[src/hw/rtl/lisa_pkg.sv]
// ----------------------------------------------------------------------------
// lisa_pkg
// Shared widths, register indexes and the divider step for the strided
// address generator.
// ----------------------------------------------------------------------------
package lisa_pkg;

  localparam int MAX_DIMS   = 3;   // dimensions in use, counted from the innermost
  localparam int HW_DIMS    = 3;   // dimensions the register file holds
  localparam int IDX_W      = 48;
  localparam int EXT_W      = 16;
  localparam int STRIDE_W   = 32;
  localparam int ADDR_W     = 64;
  localparam int BASE_W     = 48;
  localparam int PROD_W     = EXT_W + STRIDE_W;
  localparam int CFG_IDX_W  = 3;
  localparam int CFG_DATA_W = 48;

  // Quotient bits resolved per divider stage
  localparam int DIV_BITS   = 4;
  localparam int DIV_STAGES = IDX_W / DIV_BITS;

  // Register indexes
  localparam logic [CFG_IDX_W-1:0] REG_BASE          = 3'd0;
  localparam logic [CFG_IDX_W-1:0] REG_EXTENT_OUTER  = 3'd1;
  localparam logic [CFG_IDX_W-1:0] REG_EXTENT_MIDDLE = 3'd2;
  localparam logic [CFG_IDX_W-1:0] REG_EXTENT_INNER  = 3'd3;
  localparam logic [CFG_IDX_W-1:0] REG_STRIDE_OUTER  = 3'd4;
  localparam logic [CFG_IDX_W-1:0] REG_STRIDE_MIDDLE = 3'd5;
  localparam logic [CFG_IDX_W-1:0] REG_STRIDE_INNER  = 3'd6;

  // Partial remainder and shifting dividend/quotient word
  typedef struct packed {
    logic [EXT_W-1:0] rem;
    logic [IDX_W-1:0] quot;
  } div_t;

  // Resolve DIV_BITS quotient bits by restoring division
  function automatic div_t div_step(div_t cur, logic [EXT_W-1:0] d);
    logic [EXT_W:0] t;
    div_t           res;
    res = cur;
    for (int i = 0; i < DIV_BITS; i++) begin
      t        = {res.rem, res.quot[IDX_W-1]};
      res.quot = {res.quot[IDX_W-2:0], 1'b0};
      if (t >= {1'b0, d}) begin
        t           = t - {1'b0, d};
        res.quot[0] = 1'b1;
      end
      res.rem = t[EXT_W-1:0];
    end
    return res;
  endfunction

endpackage

[src/hw/rtl/lisa_div.sv]
// ----------------------------------------------------------------------------
// lisa_div
// Pipelined 48 by 16 bit divider, DIV_BITS quotient bits per stage. Carries
// the running offset alongside each transaction.
// ----------------------------------------------------------------------------
module lisa_div (
  input  logic                         clk,
  input  logic                         rst,
  input  logic                         en,
  input  logic                         in_valid,
  input  logic [lisa_pkg::IDX_W-1:0]   in_quot,
  input  logic [lisa_pkg::ADDR_W-1:0]  in_acc,
  input  logic [lisa_pkg::EXT_W-1:0]   divisor,
  output logic                         out_valid,
  output logic [lisa_pkg::IDX_W-1:0]   out_quot,
  output logic [lisa_pkg::EXT_W-1:0]   out_rem,
  output logic [lisa_pkg::ADDR_W-1:0]  out_acc
);
  import lisa_pkg::*;

  logic              vld      [DIV_STAGES];
  div_t              st       [DIV_STAGES];
  logic [ADDR_W-1:0] acc      [DIV_STAGES];
  div_t              st_next  [DIV_STAGES];

  // Each stage works on the word held by the stage before it
  always_comb begin
    st_next[0] = div_step(div_t'{rem: '0, quot: in_quot}, divisor);
    for (int s = 1; s < DIV_STAGES; s++) begin
      st_next[s] = div_step(st[s-1], divisor);
    end
  end

  // Advance valid bits
  always_ff @(posedge clk) begin
    if (rst) begin
      for (int s = 0; s < DIV_STAGES; s++) vld[s] <= 1'b0;
    end else if (en) begin
      vld[0] <= in_valid;
      for (int s = 1; s < DIV_STAGES; s++) vld[s] <= vld[s-1];
    end
  end

  // Advance payload
  always_ff @(posedge clk) begin
    if (en) begin
      st[0]  <= st_next[0];
      acc[0] <= in_acc;
      for (int s = 1; s < DIV_STAGES; s++) begin
        st[s]  <= st_next[s];
        acc[s] <= acc[s-1];
      end
    end
  end

  assign out_valid = vld[DIV_STAGES-1];
  assign out_quot  = st[DIV_STAGES-1].quot;
  assign out_rem   = st[DIV_STAGES-1].rem;
  assign out_acc   = acc[DIV_STAGES-1];

endmodule

[config.mk]
export PLATFORM = sky130hd
export DESIGN_NAME = lisa_div
export DESIGN_NICKNAME = d
export VERILOG_FILES = /design/src/hw/rtl/lisa_pkg.sv /design/src/hw/rtl/lisa_div.sv
export SDC_FILE = /design/constraint.sdc
export NUM_CORES = 2
export LEC_CHECK = 0
export BUFFER_PORTS_ARGS = -buffer_cell sky130_fd_sc_hd__clkbuf_2
export CAP_MARGIN = 20
export CORE_UTILIZATION = 50
export CTS_BUF_LIST = sky130_fd_sc_hd__clkbuf_16
export CTS_CLUSTER_SIZE = 12
export DETAILED_ROUTE_END_ITERATION = 7
export GPL_TIMING_DRIVEN = 0
export PLACE_DENSITY = 0.66
export SYNTH_ARGS = -nofsm -noshare
export SYNTH_HDL_FRONTEND = slang
export SYNTH_SLANG_ARGS = --single-unit
[constraint.sdc]
create_clock -name clk -period 30.2 [get_ports clk]
set_clock_uncertainty 0.1 [all_clocks]
set_input_delay 3.02 -clock clk [delete_from_list [all_inputs] [get_ports clk]]
set_output_delay 3.02 -clock clk [all_outputs]
set_load 0.01 [all_outputs]
==> reports/qor.txt <==
Worst-margin pin slew: 997 ps
Synth Net Count: 8427
Yosys cell types: 110
Min-Delay Path Depth: 0
Start point of the critical path: divisor[12]
Capture point of the worst path: st[1][62]$_DFFE_PP_
Worst path depth: 52
Chip height: 426 µm
Maximum clock rate: 0.0609 GHz
Initial Util: 50.3%
Slowest stage delay, CP: 690 ps
Final Util: 56.0%
Simple-Gate Fraction of Synth Area: 9.21%
Slew Viols, Final: 0
Min-Delay Path Class: register to register
Clock Root Buffer: clkbuf_16
CTS max path bufs: 3
H-tree Lvls: 4
Delay-heaviest family, CP: compound AO/OA/AOI/OAI gates
CP max-delay cell: o41ai_1
Layout cell share with drive strength beyond 1: 14.3%
#FFs+latches synth: 1548
YS warnings: 0
Port Buffers: 260
Hold-fix buffers at CTS: 0
Post-Synth Adder-Cell Area: 11.6%
Finished Cell Area: 0.100 mm²
RR Endpoint: st[1][62]$_DFFE_PP_
Vias in the first global route: 57313
Metal-1 WL: 91.4 mm
FF-to-FF path depth: 49
Routed length on met3: 9.96 mm
Area delta synth->final: 11.4%
Initial antenna violation count: 1
EDFF count, synth: 1548
CP arrival: 16870 ps
CTS resizes: 0
Hpwl dp: 140 mm
Dominant cell type by area after synthesis: edfxtp_1
Top cells by area, synth: edfxtp_1 (52%), ha_1 (11%), mux2_2 (4.1%)
DIE AREA: 0.181 mm²
Row count: 155
Status: completed
Fraction of registers with async set/reset: 0%
Synth Area in Compound Gates: 13.6%
Clock sink count: 1548
Die width: 426 µm
Core area: 0.178 mm²
CP Buf/Inv Count: 14
Mapped Avg Cell Area: 12.0 µm²
Post-Syn Area: 0.0898 mm²
Max Cap Viol: 0
Synthesized instance count: 7494
Cts bufs inserted: 166
DRC errors left: 0
Min Tclk post-route: 16410 ps
Dpl cell area: 0.0949 mm²
N_diodes: 0
Vias: 59998
Setup Fix Bufs, Post-CTS: 0
Met2 wire len: 93.1 mm
Final Cycle Share: 54.3%
Rel. slew slack: 32.7%
Setup violators final: 0
Clk_lat worst skew: 850 ps
Most frequently used flop master after synthesis: edfxtp_1
Largest family of logic cells by synthesized area: compound AO/OA/AOI/OAI gates
WL/cell: 19.3 µm
Setup crit start kind: input pin
Clock edge transition at the registers on the reported setup and hold paths: 60 ps
DR pass1 iterations: 6
Num ports: 261
Unrepaired setup endpoints after global routing: no
Reg2Reg Launch Point: st[0][251]$_DFFE_PP_
Overflow after GRT: 0
Uppermost routed layer: met4
Nets: 8885
Largest net degree at the start of global routing: 129
CTS tree: built
DRT antenna net count: 0
Drt via density: 5.77
Share of Yosys cell area claimed by the top area cell type: 51.8%
CP most frequent cell: buf_2
Global Route Usage Sum: 21.7%
Drt initial violations: 4476
Xor/xnor cell area share of the yosys netlist: 5.35%
Maximum fanout along the worst path: 28
CP Capture Type: register
Sequential-to-total area share from yosys stat: 51.8%
Post-synthesis mux area share: 5.32%
Register-to-Register Setup Slack: 16320 ps
Worst EP required: 30660 ps
Gpl congestion: 0.891
WL final: 200 mm
Fin. Hold Viols: 0
Critical path class: input pin to register
First-pass GRT wire length: 312 mm
## worst reg2reg max path: cells and delay by family, from the launching register on
| family | cells | cell delay, ps |
|---|---|---|
| compound gates | 23 | 6910 |
| buf+inv | 11 | 2300 |
| simple gates | 9 | 1760 |
| fa+ha+maj | 4 | 1230 |
| mux | 2 | 830 |
| flops | 1 | 430 |
## cells in the final DEF, fill, tap and decap left out, types with 259 or more instances in the layout
cell	n
a21oi_1	555
clkbuf_2	259
edfxtp_1	1548
ha_1	754
inv_1	366
mux2_2	323
nand2_1	412
nor2_1	477
o21ai_0	424
xnor2_1	364
## metal layers
| layer | GRT usage (%) | up-vias |
|---|---|---|
| met1 | 30.0 | 28902 |
| met5 | 0 | - |
| met4 | 7.26 | 0 |
| li1 | - | 29246 |
| met2 | 35.1 | 1514 |
| met3 | 3.12 | 336 |
## logic make-up after synthesis
kind of cell | count (synthesis)
XOR/XNOR | 548
AND/OR/NAND/NOR | 1696
adder cells (fa/ha/maj) | 801
multiplexers | 423
AO/OA/AOI/OAI | 1886
buffers and inverters | 592
flip-flops | 1548
## synth_stat cells, drive strengths merged, types with 50 or more instances
master  count
o21bai     70
a211oi     56
nor2b     112
ha        754
nor2      477
a21o      204
nand4     118
buf       181
nand2b     92
mux2      347
o31ai      50
nand3      99
xor2      184
nand2     414
a21oi     558
xnor2     364
edfxtp   1548
o21ai     437
a31oi      50
o21a      102
nor3      131
mux2i      76
inv       364
## how the worst min path moves through the flow
stage | from | endpoint | slack (ps)
CTS | st[0][211]$_DFFE_PP_ | st[1][23]$_DFFE_PP_ | 280
floorplan | acc[0][36]$_DFFE_PP_ | acc[0][100]$_DFFE_PP_ | 300
global route | st[0][211]$_DFFE_PP_ | st[1][23]$_DFFE_PP_ | 290
detailed placement | acc[0][88]$_DFFE_PP_ | acc[0][152]$_DFFE_PP_ | 300
finish | st[0][211]$_DFFE_PP_ | st[1][23]$_DFFE_PP_ | 290
global placement | st[1][7]$_DFFE_PP_ | st[1][75]$_DFFE_PP_ | 300
## state kept, by name, indices dropped and copies added, names as in the netlist
register  count
acc         768
st          768
vld          12
## area by class of cell
cell class,count,area (µm²)
Clock buffer,166,4150
Tap cell,2355,2950
Fill cell,14799,78500
Inverter,367,1420
Sequential cell,1548,46500
Multi-Input combinational cell,5354,40500
Buffer,225,1430
Timing Repair Buffer,290,2110
Clock inverter,86,948
## stage by stage
step	setup slack, ps	TNS, ps	hold WS (ps)	std cells
after floorplan	14660	0	300	7494
after global placement	-1530	-278740	300	10109
after detailed placement	12940	0	305	10139
after CTS	13770	0	275	10391
after global routing	12420	0	286	10391
final	13790	0	288	10391
Power is left out: the tool's default activity adds up to more than one toggle a clock period on the data nets, which glitch-free logic cannot reach.
