`config.mk`:
```
export PLATFORM = sky130hd
export DESIGN_NAME = lisa_mac
export DESIGN_NICKNAME = d
export VERILOG_FILES = /design/src/hw/rtl/lisa_pkg.sv /design/src/hw/rtl/lisa_mac.sv
export SDC_FILE = /design/constraint.sdc
export NUM_CORES = 2
export LEC_CHECK = 0
export ABC_AREA = 0
export BUFFER_PORTS_ARGS = -buffer_cell sky130_fd_sc_hd__buf_2
export CORE_MARGIN = 8
export CORE_UTILIZATION = 55
export CTS_CLUSTER_DIAMETER = 80
export DETAILED_ROUTE_END_ITERATION = 7
export PLACE_DENSITY = 0.74
export SYNTH_ARGS = -nofsm -noshare
export SYNTH_HDL_FRONTEND = slang
export SYNTH_SLANG_ARGS = --single-unit
```
`constraint.sdc`:
```
create_clock -name clk -period 18 [get_ports clk]
set_input_delay 5.4 -clock clk [delete_from_list [all_inputs] [get_ports clk]]
set_output_delay 5.4 -clock clk [all_outputs]
set_load 0.02 [all_outputs]
```
`src/hw/rtl/lisa_pkg.sv`:
```
// ----------------------------------------------------------------------------
// lisa_pkg
// Shared widths, register indexes and the divider step for the strided
// address generator.
// ----------------------------------------------------------------------------
package lisa_pkg;

  localparam int MAX_DIMS   = 3;   // dimensions in use, counted from the innermost
  localparam int HW_DIMS    = 3;   // dimensions the register file holds
  localparam int IDX_W      = 48;
  localparam int EXT_W      = 16;
  localparam int STRIDE_W   = 32;
  localparam int ADDR_W     = 64;
  localparam int BASE_W     = 48;
  localparam int PROD_W     = EXT_W + STRIDE_W;
  localparam int CFG_IDX_W  = 3;
  localparam int CFG_DATA_W = 48;

  // Quotient bits resolved per divider stage
  localparam int DIV_BITS   = 4;
  localparam int DIV_STAGES = IDX_W / DIV_BITS;

  // Register indexes
  localparam logic [CFG_IDX_W-1:0] REG_BASE          = 3'd0;
  localparam logic [CFG_IDX_W-1:0] REG_EXTENT_OUTER  = 3'd1;
  localparam logic [CFG_IDX_W-1:0] REG_EXTENT_MIDDLE = 3'd2;
  localparam logic [CFG_IDX_W-1:0] REG_EXTENT_INNER  = 3'd3;
  localparam logic [CFG_IDX_W-1:0] REG_STRIDE_OUTER  = 3'd4;
  localparam logic [CFG_IDX_W-1:0] REG_STRIDE_MIDDLE = 3'd5;
  localparam logic [CFG_IDX_W-1:0] REG_STRIDE_INNER  = 3'd6;

  // Partial remainder and shifting dividend/quotient word
  typedef struct packed {
    logic [EXT_W-1:0] rem;
    logic [IDX_W-1:0] quot;
  } div_t;

  // Resolve DIV_BITS quotient bits by restoring division
  function automatic div_t div_step(div_t cur, logic [EXT_W-1:0] d);
    logic [EXT_W:0] t;
    div_t           res;
    res = cur;
    for (int i = 0; i < DIV_BITS; i++) begin
      t        = {res.rem, res.quot[IDX_W-1]};
      res.quot = {res.quot[IDX_W-2:0], 1'b0};
      if (t >= {1'b0, d}) begin
        t           = t - {1'b0, d};
        res.quot[0] = 1'b1;
      end
      res.rem = t[EXT_W-1:0];
    end
    return res;
  endfunction

endpackage

```
`src/hw/rtl/lisa_mac.sv`:
```
// ----------------------------------------------------------------------------
// lisa_mac
// Two-stage multiply-accumulate: digit times stride, then add to the offset.
// ----------------------------------------------------------------------------
module lisa_mac (
  input  logic                           clk,
  input  logic                           rst,
  input  logic                           en,
  input  logic                           in_valid,
  input  logic [lisa_pkg::IDX_W-1:0]     in_quot,
  input  logic [lisa_pkg::EXT_W-1:0]     in_digit,
  input  logic [lisa_pkg::ADDR_W-1:0]    in_acc,
  input  logic [lisa_pkg::STRIDE_W-1:0]  stride,
  output logic                           out_valid,
  output logic [lisa_pkg::IDX_W-1:0]     out_quot,
  output logic [lisa_pkg::ADDR_W-1:0]    out_acc
);
  import lisa_pkg::*;

  logic              mul_vld;
  logic [IDX_W-1:0]  mul_quot;
  logic [ADDR_W-1:0] mul_acc;
  logic [PROD_W-1:0] mul_prod;
  logic              add_vld;

  // Advance valid bits
  always_ff @(posedge clk) begin
    if (rst) begin
      mul_vld <= 1'b0;
      add_vld <= 1'b0;
    end else if (en) begin
      mul_vld <= in_valid;
      add_vld <= mul_vld;
    end
  end

  // Multiply, then accumulate
  always_ff @(posedge clk) begin
    if (en) begin
      mul_prod <= PROD_W'(in_digit) * PROD_W'(stride);
      mul_quot <= in_quot;
      mul_acc  <= in_acc;
      out_quot <= mul_quot;
      out_acc  <= mul_acc + ADDR_W'(mul_prod);
    end
  end

  assign out_valid = add_vld;

endmodule

```
==> impl_metrics.py <==
metrics = {
    "run_status": {
        "outcome": "completed",
    },
    "cts": {
        "cts_setup_buffers": 0,
        "clkLatencyLatePin_ns": 0.52,
        "clkTransAtPathRegs_ns": 0.07,
        "cts_buffer_depth": 3,
        "cts_tree": "done",
        "htree_levels": 1,
        "holdBufCountCts": 0,
        "root_buffer": "clkbuf_16",
        "cts_buffers": 24,
        "cts_sinks": 274,
        "cts-resized-gates": 0,
    },
    "global_routing": {
        "grt.overflow.total": 0,
        "antenna_found_initial": 0,
        "grt_pass1_wl_um": 108000,
        "grt_use_total_pct": 23.5,
        "grt_pass1_vias": 20831,
        "grt_max_degree": 113,
    },
    "worst_setup_path": {
        "worst_r2r_path_depth": 10,
        "critPathCapture": "mul_prod[45]$_DFFE_PP_",
        "rr_endpoint": "out_acc[63]$_DFFE_PP_",
        "rrSetupSlack_ns": 14.35,
        "reg2reg_from": "mul_acc[3]$_DFFE_PP_",
        "arrival_ns": 11.99,
        "start_kind": "input pin",
        "crit_path_start": "in_digit[1]",
        "cp_max_fo": 32,
        "end_kind": "flip-flop",
        "path_class": "input pin to flip-flop",
        "cp.required_ns": 18.26,
    },
    "sta": {
        "slew_headroom_pct": 34.5,
        "setup-tns-final_ns": 0,
        "fin_ws_ns": 6.27,
        "fin_skew_ns": 0.0131,
        "drv_slew": 0,
        "period_minus_slack_ns": 11.73,
        "post-route-period-util_pct": 65.2,
        "setup_viol_count_final": 0,
        "clock.fmax_mhz": 85.3,
        "report.final.hold_viol_count": 0,
        "worstMarginPinSlew_ns": 0.983,
        "rsz0062_at_grt": "false",
    },
    "logic_synthesis": {
        "synth_area_per_cell_um2": 10.5,
        "async_flop_share_pct": 0,
        "synth_top_area_cell": "fa_1",
        "synth_warnings": 0,
        "synth_top_area_share_pct": 30.4,
        "syn-num-nets": 3389,
        "synth.most_common_cell": "inv_1",
        "synth.top_cells.by_count": "452 x inv_1, 419 x fa_1, 393 x nand2_1",
        "yosysUniqueCellTypes": 60,
        "seq_area_frac_synth_pct": 29.8,
        "ys_seq_elements": 274,
        "synthFlopType": "edfxtp_1",
        "synthTopCellsByArea": "fa_1 30%, edfxtp_1 30%, ha_1 7.6%, inv_1 6.2%, nand2_1 5.4%",
        "synth-edff-count": 272,
        "syn_area_um2": 27600,
        "syn_inst": 2638,
    },
    "flow_run": {
        "max_cap_violations": 0,
    },
    "route": {
        "ant_nets": 0,
        "detail_route.drc_violations": 0,
        "wl_per_cell_um": 19.2,
        "drt_wl_total_um": 67500,
        "dr_total_vias": 19328,
        "vias_per_cell": 5.49,
        "dr.pass1.iters": 5,
        "drt-initial-drc-count": 1374,
    },
    "cells_and_area": {
        "nets": 3579,
        "nFillCells": 4132,
        "final_area_um2": 30200,
        "area_growth_pct": 9.44,
        "diodes": 0,
        "drive_above_1_share_pct": 11.4,
        "regArea_um2": 8210,
        "utilization_pct": 60.5,
        "multi_input_area_um2": 17200,
    },
    "floorplanning": {
        "dieHeight_um": 240,
        "start_util_pct": 55.3,
        "fp-row-count": 82,
        "core_um2": 49900,
        "die_w_um": 240,
        "dieArea_um2": 57500,
        "ios": 277,
    },
    "place": {
        "pre_cts_ws_ns": 5.82,
        "post_dp_cell_area_um2": 29400,
        "portBuffers": 276,
        "hpwlAfterDp_um": 52700,
        "gp_congestion": 0.918,
    },
    "worst_hold_path": {
        "min_path_type": "flip-flop to flip-flop",
    },
}
## worst min path at each step
stage | end | startpoint | cells after the start | slack, ns
6_report | out_quot[40]$_DFFE_PP_ | mul_quot[40]$_DFFE_PP_ | 0 | 0.42
5_1_grt | out_quot[26]$_DFFE_PP_ | mul_quot[26]$_DFFE_PP_ | 0 | 0.43
4_1_cts | out_quot[22]$_DFFE_PP_ | mul_quot[22]$_DFFE_PP_ | 0 | 0.42
3_5_place_dp | out_quot[22]$_DFFE_PP_ | mul_quot[22]$_DFFE_PP_ | 0 | 0.41
3_3_place_gp | out_quot[3]$_DFFE_PP_ | mul_quot[3]$_DFFE_PP_ | 0 | 0.40
2_1_floorplan | out_quot[0]$_DFFE_PP_ | mul_quot[0]$_DFFE_PP_ | 0 | 0.40
## flip-flops by register name, indices dropped and copies added (netlist names)
name / cells
mul_acc: 64
out_acc: 64
mul_prod: 48
mul_quot: 48
out_quot: 48
mul_vld: 1
out_valid: 1
## layout by cell type, fill, tap and decap left out, drive strengths merged, types with 3 or more instances in the layout
cell and n:
a211o 5, a211oi 7, a21boi 3, a21o 47, a21oi 106, a221o 3
a31o 3, a31oi 13, a41oi 4, and2 226, and3 18, buf 279
clkbuf 28, clkinv 8, clkinvlp 3, edfxtp 272, fa 419, ha 168
inv 455, mux2i 3, nand2 393, nand2b 9, nand3 23, nand4 24
nor2 53, nor2b 8, nor3 14, nor3b 4, nor4 4, o211ai 5
o21a 15, o21ai 61, o21bai 19, o31a 3, o31ai 7, or3 4
xnor2 75, xor2 29
## metrics by stage
| stage | std cells | hold slack, ns |
|---|---|---|
| 2_1_floorplan | 2638 | 0.400 |
| 3_3_place_gp | 3474 | 0.400 |
| 3_5_place_dp | 3474 | 0.405 |
| 4_1_cts | 3518 | 0.421 |
| 5_1_grt | 3518 | 0.426 |
| 6_report | 3518 | 0.415 |
## final cells by class
cell class | count | area share (%)
repair buffers | 279 | 4.69
well taps | 672 | 2.79
flip-flops and latches | 274 | 27.2
multi-input cells | 1797 | 57.1
clock buffers | 28 | 2.11
inverters | 452 | 5.62
clock inverters | 16 | 0.494
## critical path, cell delays in order
cell and delay (ns):
buf_2 0.57, nand2_1 0.19, fa_1 0.54, fa_1 0.53, fa_1 0.53, inv_1 0.06
fa_1 0.45, fa_1 0.53, inv_1 0.07, fa_1 0.51, inv_1 0.05, ha_1 0.41
nand4_1 0.22, or4_1 0.51, a21o_1 0.17, nand3_2 0.11, nor4b_1 0.07, nor3_2 0.30
o2111ai_1 0.19, and3_1 0.17, or3_1 0.37
## routing by layer
metal,up-vias,track usage [%],routed length (um)
li1,8772,-,-
met3,124,4.35,6200
met4,0,6.64,1620
met1,9582,30.4,27400
met5,-,0,0
met2,850,40.5,32300
## kinds of logic (layout without fill, tap and decap cells)
group                      count (synthesis)  in the layout  share of synthesized area [%]
and+or+nand+nor                          786            786                           13.7
adders and majority gates                587            587                           38.1
buffers and inverters                    567            775                           7.75
AOI/OAI and AO/OA                        317            317                           7.28
DFF                                      274            274                           29.8
xor gates and xnor gates                 104            104                           3.30
muxes                                      3              3                          0.109
Power is not shown: default switching activity piles up to over one toggle a cycle in this logic, so the estimate is an artifact.
